File: config.mk
export PLATFORM = sky130hd
export DESIGN_NAME = named_semaphore_table
export DESIGN_NICKNAME = d
export VERILOG_FILES = /design/src/rtl/nst_pkg.sv /design/src/rtl/nst_name_clean.sv /design/src/rtl/named_semaphore_table.sv
export SDC_FILE = /design/constraint.sdc
export NUM_CORES = 2
export LEC_CHECK = 0
export CAP_MARGIN = 30
export CORE_ASPECT_RATIO = 0.75
export CORE_MARGIN = 1.5
export CORE_UTILIZATION = 34
export CTS_CLUSTER_DIAMETER = 50
export DETAILED_ROUTE_END_ITERATION = 10
export DONT_BUFFER_PORTS = 1
export HOLD_SLACK_MARGIN = 0.06
export PLACE_DENSITY = 0.57
export SLEW_MARGIN = 20
export SYNTH_ARGS = -nofsm -noshare
export SYNTH_HDL_FRONTEND = slang
export SYNTH_SLANG_ARGS = --single-unit
File: constraint.sdc
create_clock -name clock -period 5.1 [get_ports clock]
set_input_delay 1.02 -clock clock [delete_from_list [all_inputs] [get_ports clock]]
set_output_delay 1.02 -clock clock [all_outputs]
set_load 0.02 [all_outputs]
File: src/rtl/nst_pkg.sv
`default_nettype none

package nst_pkg;

   localparam int DEF_TABLE_DEPTH = 16;
   localparam int DEF_NAME_BYTES  = 8;
   localparam int DEF_COUNT_BITS  = 16;

   typedef enum logic [1:0] {
      KIND_OPEN,
      KIND_WAIT,
      KIND_POST,
      KIND_UNLINK
   } kind_type;

   typedef enum logic [2:0] {
      ST_OK,
      ST_NOT_FOUND,
      ST_WOULD_BLOCK,
      ST_FULL,
      ST_BAD_HANDLE
   } status_type;

   typedef struct packed {
      kind_type     kind;
      logic [63:0]  sem_name;
      logic [15:0]  init_value;
      logic [3:0]   handle;
   } req_type;

   typedef struct packed {
      status_type   status;
      logic [3:0]   slot;
      logic [15:0]  count;
      logic         created;
      logic         wake;
   } rsp_type;

endpackage

`default_nettype wire

File: src/rtl/nst_name_clean.sv
`default_nettype none

module nst_name_clean #(
   parameter int NAME_BYTES = nst_pkg::DEF_NAME_BYTES
) (
   input  wire logic [63:0]             raw_name,
   output logic      [8*NAME_BYTES-1:0] clean_name
);

   logic alive;

   // A name ends at its first zero byte; everything after it reads as zero.
   always_comb begin
      alive = 1'b1;
      for (int b = 0; b < NAME_BYTES; b++) begin
         if (raw_name[8*b +: 8] == 8'd0) begin
            alive = 1'b0;
         end
         clean_name[8*b +: 8] = alive ? raw_name[8*b +: 8] : 8'd0;
      end
   end

endmodule

`default_nettype wire

File: src/rtl/named_semaphore_table.sv
// Named counting semaphore table.
//
// Requests arrive on the req_ channel (valid/stall) as one beat holding an
// operation kind, a name, an initial count and a handle. Every request gives
// exactly one response beat on the rsp_ channel, in request order.
//
// Names and counts live in two synchronous single-port-read memories. Open
// and unlink scan the live slots one per cycle through the name memory.
// Wait and post do one read-modify-write of the count memory; a bad handle
// answers without touching the memories. One request is in flight at a
// time: req_stall is high from acceptance until the response has been
// loaded into the output register.
//
// The response sits in an output register, so a new request is accepted
// while an earlier response is still stalled by the receiver; the finished
// result of that new request then waits until the output register frees.
// Synchronous reset empties the table and drops any pending response; the
// memories need no clearing pass.
`default_nettype none

module named_semaphore_table #(
   parameter int TABLE_DEPTH = nst_pkg::DEF_TABLE_DEPTH,
   parameter int NAME_BYTES  = nst_pkg::DEF_NAME_BYTES,
   parameter int COUNT_BITS  = nst_pkg::DEF_COUNT_BITS
) (
   input  wire logic            clock,
   input  wire logic            reset,
   input  wire logic            req_valid,
   output logic                 req_stall,
   input  wire nst_pkg::req_type req_payload,
   output logic                 rsp_valid,
   input  wire logic            rsp_stall,
   output nst_pkg::rsp_type     rsp_payload
);

   import nst_pkg::*;

   localparam int NAME_BITS = 8 * NAME_BYTES;
   localparam int USED_W    = $clog2(TABLE_DEPTH + 1);
   localparam int IDX_W     = (TABLE_DEPTH > 1) ? $clog2(TABLE_DEPTH) : 1;
   localparam int CMP_W     = (USED_W > 4) ? USED_W : 4;

   typedef logic [IDX_W-1:0]      idx_type;
   typedef logic [USED_W-1:0]     used_type;
   typedef logic [COUNT_BITS-1:0] cnt_type;
   typedef logic [NAME_BITS-1:0]  name_type;

   typedef struct packed {
      logic    waiting;
      cnt_type count;
   } ent_type;

   localparam cnt_type CNT_MAX = '1;

   typedef enum logic [2:0] {
      S_IDLE,
      S_SCAN,
      S_OPEN_READ,
      S_UNL_READ,
      S_UNL_WRITE,
      S_RMW,
      S_RESP
   } state_type;

   state_type state_ff, state_in;
   kind_type  op_ff, op_in;
   name_type  name_ff, name_in;
   cnt_type   init_ff, init_in;
   logic [3:0] handle_ff, handle_in;
   used_type  used_ff, used_in;
   used_type  issue_ff, issue_in;
   logic      cmp_valid_ff, cmp_valid_in;
   idx_type   cmp_idx_ff, cmp_idx_in;
   idx_type   at_ff, at_in;
   cnt_type   old_ff, old_in;
   name_type  last_name_ff, last_name_in;
   rsp_type   res_ff, res_in;
   rsp_type   rsp_ff, rsp_in;
   logic      rsp_valid_ff, rsp_valid_in;

   name_type  name_mem [TABLE_DEPTH];
   ent_type   data_mem [TABLE_DEPTH];
   name_type  name_rd_ff;
   ent_type   data_rd_ff;

   logic      name_we, data_we;
   idx_type   name_raddr, name_waddr, data_raddr, data_waddr;
   name_type  name_wdata;
   ent_type   data_wdata;

   name_type  req_name_clean;
   logic [31:0] init_wide;
   idx_type   last_idx;
   logic      accept;

   nst_name_clean #(
      .NAME_BYTES (NAME_BYTES)
   ) u_name_clean (
      .raw_name   (req_payload.sem_name),
      .clean_name (req_name_clean)
   );

   assign accept    = req_valid && !req_stall;
   assign req_stall = (state_ff != S_IDLE);
   assign rsp_valid = rsp_valid_ff;
   assign rsp_payload = rsp_ff;
   assign init_wide = 32'(req_payload.init_value);
   assign last_idx  = idx_type'(used_ff - used_type'(1));

   always_comb begin
      state_in     = state_ff;
      op_in        = op_ff;
      name_in      = name_ff;
      init_in      = init_ff;
      handle_in    = handle_ff;
      used_in      = used_ff;
      issue_in     = issue_ff;
      cmp_valid_in = 1'b0;
      cmp_idx_in   = cmp_idx_ff;
      at_in        = at_ff;
      old_in       = old_ff;
      last_name_in = last_name_ff;
      res_in       = res_ff;
      rsp_in       = rsp_ff;
      rsp_valid_in = rsp_valid_ff && rsp_stall;
      name_we      = 1'b0;
      name_waddr   = '0;
      name_wdata   = name_ff;
      name_raddr   = '0;
      data_we      = 1'b0;
      data_waddr   = '0;
      data_wdata   = data_rd_ff;
      data_raddr   = '0;

      unique case (state_ff)
         S_IDLE: begin
            if (accept) begin
               op_in     = req_payload.kind;
               name_in   = req_name_clean;
               handle_in = req_payload.handle;
               issue_in  = '0;
               if (init_wide > 32'(CNT_MAX)) begin
                  init_in = CNT_MAX;
               end else begin
                  init_in = cnt_type'(req_payload.init_value);
               end
               unique case (req_payload.kind)
                  KIND_OPEN, KIND_UNLINK: begin
                     state_in = S_SCAN;
                  end
                  KIND_WAIT, KIND_POST: begin
                     if (CMP_W'(req_payload.handle) >= CMP_W'(used_ff)) begin
                        res_in        = '0;
                        res_in.status = ST_BAD_HANDLE;
                        res_in.slot   = req_payload.handle;
                        state_in      = S_RESP;
                     end else begin
                        data_raddr = idx_type'(req_payload.handle);
                        state_in   = S_RMW;
                     end
                  end
               endcase
            end
         end
         S_SCAN: begin
            if (cmp_valid_ff && name_rd_ff == name_ff) begin
               at_in      = cmp_idx_ff;
               data_raddr = cmp_idx_ff;
               name_raddr = last_idx;
               state_in   = (op_ff == KIND_OPEN) ? S_OPEN_READ : S_UNL_READ;
            end else if (issue_ff < used_ff) begin
               name_raddr   = idx_type'(issue_ff);
               cmp_valid_in = 1'b1;
               cmp_idx_in   = idx_type'(issue_ff);
               issue_in     = issue_ff + used_type'(1);
            end else if (!cmp_valid_ff) begin
               res_in   = '0;
               state_in = S_RESP;
               if (op_ff != KIND_OPEN) begin
                  res_in.status = ST_NOT_FOUND;
               end else if (used_ff == used_type'(TABLE_DEPTH)) begin
                  res_in.status = ST_FULL;
               end else begin
                  name_we            = 1'b1;
                  name_waddr         = idx_type'(used_ff);
                  name_wdata         = name_ff;
                  data_we            = 1'b1;
                  data_waddr         = idx_type'(used_ff);
                  data_wdata.waiting = 1'b0;
                  data_wdata.count   = init_ff;
                  used_in            = used_ff + used_type'(1);
                  res_in.status      = ST_OK;
                  res_in.slot        = 4'(used_ff);
                  res_in.count       = 16'(init_ff);
                  res_in.created     = 1'b1;
               end
            end
         end
         S_OPEN_READ: begin
            res_in        = '0;
            res_in.status = ST_OK;
            res_in.slot   = 4'(at_ff);
            res_in.count  = 16'(data_rd_ff.count);
            state_in      = S_RESP;
         end
         S_UNL_READ: begin
            old_in       = data_rd_ff.count;
            last_name_in = name_rd_ff;
            data_raddr   = last_idx;
            state_in     = S_UNL_WRITE;
         end
         S_UNL_WRITE: begin
            name_we       = 1'b1;
            name_waddr    = at_ff;
            name_wdata    = last_name_ff;
            data_we       = 1'b1;
            data_waddr    = at_ff;
            data_wdata    = data_rd_ff;
            used_in       = used_ff - used_type'(1);
            res_in        = '0;
            res_in.status = ST_OK;
            res_in.slot   = 4'(at_ff);
            res_in.count  = 16'(old_ff);
            state_in      = S_RESP;
         end
         S_RMW: begin
            data_we     = 1'b1;
            data_waddr  = idx_type'(handle_ff);
            res_in      = '0;
            res_in.slot = handle_ff;
            state_in    = S_RESP;
            if (op_ff == KIND_WAIT) begin
               if (data_rd_ff.count != '0) begin
                  data_wdata.waiting = data_rd_ff.waiting;
                  data_wdata.count   = data_rd_ff.count - cnt_type'(1);
                  res_in.status      = ST_OK;
                  res_in.count       = 16'(data_rd_ff.count - cnt_type'(1));
               end else begin
                  data_wdata.waiting = 1'b1;
                  data_wdata.count   = data_rd_ff.count;
                  res_in.status      = ST_WOULD_BLOCK;
               end
            end else begin
               data_wdata.waiting = 1'b0;
               if (data_rd_ff.count != CNT_MAX) begin
                  data_wdata.count = data_rd_ff.count + cnt_type'(1);
               end else begin
                  data_wdata.count = data_rd_ff.count;
               end
               res_in.status = ST_OK;
               res_in.count  = 16'(data_wdata.count);
               res_in.wake   = data_rd_ff.waiting;
            end
         end
         S_RESP: begin
            if (!rsp_valid_ff || !rsp_stall) begin
               rsp_in       = res_ff;
               rsp_valid_in = 1'b1;
               state_in     = S_IDLE;
            end
         end
         default: begin
            state_in = S_IDLE;
         end
      endcase
   end

   always_ff @(posedge clock) begin
      if (reset) begin
         state_ff     <= S_IDLE;
         used_ff      <= '0;
         cmp_valid_ff <= 1'b0;
         rsp_valid_ff <= 1'b0;
      end else begin
         state_ff     <= state_in;
         used_ff      <= used_in;
         cmp_valid_ff <= cmp_valid_in;
         rsp_valid_ff <= rsp_valid_in;
      end
      op_ff        <= op_in;
      name_ff      <= name_in;
      init_ff      <= init_in;
      handle_ff    <= handle_in;
      issue_ff     <= issue_in;
      cmp_idx_ff   <= cmp_idx_in;
      at_ff        <= at_in;
      old_ff       <= old_in;
      last_name_ff <= last_name_in;
      res_ff       <= res_in;
      rsp_ff       <= rsp_in;
   end

   always_ff @(posedge clock) begin
      if (name_we) begin
         name_mem[name_waddr] <= name_wdata;
      end
      name_rd_ff <= name_mem[name_raddr];
   end

   always_ff @(posedge clock) begin
      if (data_we) begin
         data_mem[data_waddr] <= data_wdata;
      end
      data_rd_ff <= data_mem[data_raddr];
   end

   a_used_bounded: assert property (@(posedge clock) disable iff (reset)
      used_ff <= used_type'(TABLE_DEPTH))
      else $error("Live entry count exceeds the table depth.");

   a_accept_busy: assert property (@(posedge clock) disable iff (reset)
      accept |=> state_ff != S_IDLE)
      else $error("Accepted request did not start an operation.");

   a_rsp_from_resp: assert property (@(posedge clock) disable iff (reset)
      $rose(rsp_valid_ff) |-> $past(state_ff == S_RESP))
      else $error("Response beat appeared outside the response state.");

   a_one_rsp: assert property (@(posedge clock) disable iff (reset)
      (state_ff == S_RESP && state_in == S_IDLE) |=> rsp_valid_ff)
      else $error("Finished operation did not load a response beat.");

endmodule

`default_nettype wire
# [Word-level counts from Yosys, hierarchy flattened]
# Memories as Yosys holds them, arrays and structs flattened. A register that Yosys moved wholly into a read port is not among the register bits.
# Index checks and enable logic that the tools add are counted.
[classes] eq_ne=25 mux=82 n_reduce_logical=37 addsub=5 n_lt_le_gt_ge=3 bitwise_logic=2
[op_table] cell="two-way mux 25 bit" count=6
[op_table] cell="one-hot mux 25 bit (5 select lines)" count=1
[op_table] cell="two-way mux 17 bit" count=7
[op_table] cell="== test 64 bit" count=1
[op_table] cell="logical NOT 8 bit" count=8
[op_table] cell="two-way mux 64 bit" count=1
[op_table] cell="two-way mux 16 bit" count=3
[op_table] cell="two-way mux 4 bit" count=12
[op_table] cell="two-way mux 21 bit" count=2
[op_table] cell="two-way mux 5 bit" count=8
[op_table] cell="one-hot mux 17 bit (2 select lines)" count=1
[op_table] cell="one-hot mux 4 bit (3 select lines)" count=2
[op_table] cell="two-way mux 1 bit" count=22
[op_table] cell="two-way mux 3 bit" count=7
[op_table] cell="one-hot mux 5 bit (2 select lines)" count=2
[op_table] cell="inequality test 2 bit (second input constant)" count=9
[op_table] cell="adder 16 x 1 -> 16 bit (second input constant)" count=1
[op_table] cell="greater-than comparator 16 bit (second input constant)" count=1
[op_table] cell="inequality test 16 bit (second input constant)" count=1
[op_table] cell="nonzero test 16 bit" count=1
[op_table] cell="subtractor 16 x 1 -> 16 bit (second input constant)" count=1
[op_table] cell="one-hot mux 3 bit (5 select lines)" count=1
[op_table] cell="adder 5 x 1 -> 5 bit (second input constant)" count=2
[op_table] cell="== test 3 bit (second input constant)" count=3
[op_table] cell="other kinds (30)" count=51
[word_totals] inputBits=90 n_memories=2 regBits=239 ram_bits=1296
[memory_table] memory="name_mem" words=16 width=64 read_ports=1 rd_ports_with_merged_regs=1 write_ports=1 line_no="named_semaphore_table.sv:81" rtl="name_type name_mem [TABLE_DEPTH];"
[memory_table] memory="data_mem" words=16 width=17 read_ports=1 rd_ports_with_merged_regs=1 write_ports=1 line_no="named_semaphore_table.sv:82" rtl="ent_type data_mem [TABLE_DEPTH];"

# [Longest topological paths before layout]
[logic_depth] depth_word=9 depth_mapped=15 ltp_nobuf=11

# [By module]
# Synthesis repeated with hierarchy kept, for this count alone.
[unflattened] hier_cells=4290 area_unflattened_um2=64000.1
[by_module_without_submodules] module="named_semaphore_table" cells_per_inst=4162 area_each_um2=63344.5 instances=1
[by_module_without_submodules] module="nst_name_clean" cells_per_inst=128 area_each_um2=655.6 instances=1

# [Worst setup path before layout]
# Ideal clock, no wire load.
[synth_path] path_type="register -> register" startpoint="register used_ff[2]" endpoint="memory name_mem[14][0] in the netlist's numbering, enable pin" stages_incl_launch_ff=11 setup_slack_ps=-317 path_buffers=1 synth_period_minus_slack_ps=5417 t_arrival_ps=4930 path_cell_list="dfxtp_1 clkbuf_1 inv_1 ha_1 a21o_1 a21o_1 a21oi_1 o41ai_1 o21ba_2 nand2_1 nor2_1"
[synth_between] elab_chain_len=9
[synth_lines] item="start, declared" line_no="named_semaphore_table.sv:70" rtl="used_type used_ff, used_in;"
[synth_lines] item="start signal, assigned" line_no="named_semaphore_table.sv:276" rtl="used_ff <= used_in;"
[synth_lines] item="== test 5 bit" line_no="named_semaphore_table.sv:181" rtl="end else if (used_ff == used_type'(TABLE_DEPTH)) begin"
[synth_lines] item="two-way mux 1 bit" line_no="named_semaphore_table.sv:181"
[synth_lines] item="two-way mux 1 bit" line_no="named_semaphore_table.sv:179" rtl="if (op_ff != KIND_OPEN) begin"
[synth_lines] item="two-way mux 1 bit" line_no="named_semaphore_table.sv:176" rtl="end else if (!cmp_valid_ff) begin"
[synth_lines] item="two-way mux 1 bit" line_no="named_semaphore_table.sv:171" rtl="end else if (issue_ff < used_ff) begin"
[synth_lines] item="two-way mux 1 bit" line_no="named_semaphore_table.sv:166" rtl="if (cmp_valid_ff && name_rd_ff == name_ff) begin"
[synth_lines] item="one-hot mux 1 bit (2 select lines)" line_no="named_semaphore_table.sv:135" rtl="unique case (state_ff)"
[synth_lines] item="two-way mux 1 bit" line_no="named_semaphore_table.sv:294" rtl="if (name_we) begin"
[synth_lines] item="two-way mux 1 bit (implied by the code)" line_no="named_semaphore_table.sv:295" rtl="name_mem[name_waddr] <= name_wdata;"
[synth_lines] item="end, declared" line_no="named_semaphore_table.sv:81"
# Parallel ways exist; a longest one is shown, timed or not.

# [Worst setup path in the final report]
[layout_path] startpoint="register name_ff[3]" endpoint="register name_rd_ff[35] (read register of name_mem)"
[layout_between] elab_chain_len=4
[layout_lines] item="start, declared" line_no="named_semaphore_table.sv:67" rtl="name_type name_ff, name_in;"
[layout_lines] item="start signal, assigned" line_no="named_semaphore_table.sv:281" rtl="name_ff <= name_in;"
[layout_lines] item="== test 64 bit" line_no="named_semaphore_table.sv:166"
[layout_lines] item="logical AND 1 bit" line_no="named_semaphore_table.sv:166"
[layout_lines] item="two-way mux 4 bit" line_no="named_semaphore_table.sv:166"
[layout_lines] item="two-way mux 4 bit" line_no="named_semaphore_table.sv:135"
[layout_lines] item="end, declared" line_no="named_semaphore_table.sv:83" rtl="name_type name_rd_ff;"
# Every way passes these cells.
# A chain may end at the register's enable or synchronous reset.

==> summary.md <==
| Metric | Value |
|---|---|
| WL final | 194 mm |
| R2r endpoint | name_rd_ff[35] |
| Period utilization | 88.4% |
| Largest net degree at the start of global routing | ~180 |
| Fraction of layout cells with a size suffix above 1 | around an eighth |
| Maximum vdd drop | around 370 uV |
| Post-DR wirelength/cell | approximately 27 um |
| Syn_area_per_cell | approximately 15 sq um |
| Fin crit period | 4.51 ns |
| Initial antenna violation count | 17 |
| Cell with the most instances after synthesis | edfxtp_1 |
| Top post-synthesis cells by count | edfxtp_1 (1525), a211oi_1 (414), nand2_1 (362), clkbuf_1 (218), a21oi_1 (217) |
| Slew Viols, Final | 0 |
| CTS tree | yes |
| Slew @ Worst Pin | between 1 and 1.5 ns |
| IO buf count | 0 |
| Fin area | 75500 sq um |
| WHS Path Cells | 0 |
| Max Freq | between 0.2 and 0.25 GHz |
| Post-CTS Hold Buffers | 0 |
| Grt ovf | 0 |
| Ant diodes | 0 |
| Main synth FF type | edfxtp_1 |
| Worst Setup End Kind | register |
| Layout Nets | about 4600 |
| Leakage | approximately 26 nW |
| Vias in the first global route | a little under 40000 |
| Clk_lat worst skew | between 0.8 and 0.9 ns |
| Global-route usage over all layers | between 10% and 20% |
| End point of the critical path | name_rd_ff[35] |
| Core region area | 191000 sq um |
| First-pass GRT wire length | 280 mm |
| Fraction of registers with async set/reset | 0% |
| Setup-failing EPs final | 0 |
| DP Area | ~70000 sq um |
| Ports | approximately 120 |
| Post-DP HPWL | 110 mm |
| Placer Congestion | 0.815 |
| CTS H-tree lvls | 4 |
| Synthesis-stage register bit count | roughly 1600 |
| Synthesis-to-layout area growth | 15.5% |
| Reg clk slew, reported paths | 0.06 ns |
| Post-Syn Area | 65400 sq um |
| Clock Root Buffer | clkbuf_16 |
| Num rows | roughly 140 |
| Post-synth EDFFs | 1525 |
| Clk_skew | approximately 0.076 ns |
| RR Startpoint | name_ff[3] |
| Clk sinks | 1616 |
| Via density | approximately 5.6 |
| Worst min-delay path category | primary input to register |
| Antenna Nets Post-Route | 0 |
| Post-synth top area cell | edfxtp_1 |
| Post-synth top area share | between 70 and 80% |
| Hold Slack | 0.278 ns |
| Synth Net Count | roughly 4500 |
| WS Path Type | register to register |
| Critical Path Start | name_ff[3] |
| Post_cts resized | 0 |
| Critical Path RT | 5.78 ns |
| Worst setup SP type | register |
| Sequential area share after synthesis | 72.8% |
| Tot Pwr | roughly 0.041 W |
| Clock Tree Buf Depth | 3 |
| Die Ht | roughly 380 um |
| Mapped Cells | 4414 |
| Final hold viol count | 0 |
| Synth top area cells | edfxtp_1 (70%), a211oi_1 (4.8%), dfxtp_1 (2.8%) |
| # DRC | 0 |
| Worst EP arrival | between 5 and 6 ns |
| Max-cap violations | 0 |
| Unrepaired setup endpoints after global routing | false |
| Post-synth cell types | 78 |
| Syn. warnings | 0 |
| Post-CTS setup repair buffer count | 0 |
| Max Fanout on Critical Path | between 50 and 60 |
| Area occupied by multi-input gates | between 15000 and 20000 sq um |
| Register-to-Register Setup Slack | 0.59 ns |
| Sequential cell area | ~48000 sq um |
| Chip width | ~500 um |
| Die Area | 195000 sq um |
| Rel. slew slack | 15.4% |
| Final core utilization | between 30 and 40% |
| Initial DRC Count | around 4400 |
| Initial Utilization | roughly a third |
| Reg2Reg Depth | 12 |
| Vias | about 40000 |
| Num CTS Buffers | ~170 |
| PD cells | 541 nW/um^2 |
| Status | complete, no violations |
| 1st-pass router iterations | 6 |
| Fillers | about 17000 |
cells by family (layout without fill, tap and decap cells):
kind of cell / Yosys count / after routing / share of synthesized area [%]
compound gates: 1174 / 1174 / 13.2
xor+xnor: 79 / 79 / 1.06
fa+ha+maj: 15 / 15 / 0.287
buf+inv: 513 / 688 / 3.11
flops: 1616 / 1616 / 72.8
mux: 243 / 243 / 3.88
simple gates: 774 / 774 / 5.60
registers in the layout, indices dropped and copies added, names as in the netlist, 17 cells and up:
signal	cells
data_mem	272
data_rd_ff	17
last_name_ff	64
name_ff	64
name_mem	1024
name_rd_ff	64
res_ff	25
rsp_payload	25
worst min-delay path by stage:
stage                     from               to  slack, ns
3_3_place_gp         res_ff[7]   rsp_payload[7]       0.40
3_5_place_dp        res_ff[14]  rsp_payload[14]       0.40
4_1_cts        req_payload[13]       init_ff[9]       0.22
6_report       req_payload[13]       init_ff[9]       0.28
5_1_grt        req_payload[13]       init_ff[9]       0.24
2_1_floorplan        res_ff[0]   rsp_payload[0]       0.40
cells in the final DEF (no fill, tap or decap), drive strengths merged, types with 68 or more instances in the layout:
cell,count
a211o,115
a211oi,415
a21oi,217
a221oi,69
a32oi,75
and2,68
buf,193
clkbuf,217
dfxtp,91
edfxtp,1525
inv,199
mux2,84
mux2i,159
nand2,363
nand3,72
nor2,87
xnor2,73
power breakdown:
group | internal, W | switching [W]
Sequential | 0.0177 | 0.000890
Combinational | 0.00296 | 0.00702
Clock | 0.00697 | 0.00536
Total | 0.0276 | 0.0133
metrics by stage:
stage          worst slack, ns  instances  TNS [ns]
4_1_cts                  0.649       7122         0
3_5_place_dp             0.658       6813         0
2_1_floorplan           -0.317       4414   -215.39
3_3_place_gp             0.634       6811         0
6_report                 0.591       7127         0
5_1_grt                  0.295       7127         0
critical path, cell delays in order (launching register included):
cell	delay, ns
edfxtp_1	0.53
xnor2_1	0.59
nand4_1	0.33
nor4_2	0.55
nand4_2	0.18
buf_4	0.23
nor3_4	0.40
buf_12	0.39
buf_4	0.37
a211oi_1	0.10
a211oi_1	0.30
a211oi_1	0.09
a211o_1	0.29
metal layers:
layer / wire length, um / part of all wire [%] / GRT usage [%]
met1: 87700 / 45 / 28.8
met2: 87900 / 45 / 29.9
met4: 4380 / 2.3 / 5.06
met3: 14300 / 7.3 / 3.52
met5: 107 / 0.055 / 0
layout make-up:
cell class / instances / area share (%)
well taps: 2538 / 4.21
clock buffers: 217 / 5.90
flip-flops and latches: 1616 / 63.1
multi-input cells: 2285 / 21.3
repair buffers: 193 / 3.15
inverters: 186 / 0.935
clock inverters: 92 / 1.41
Note: power is estimated with default switching activity, not from simulation.
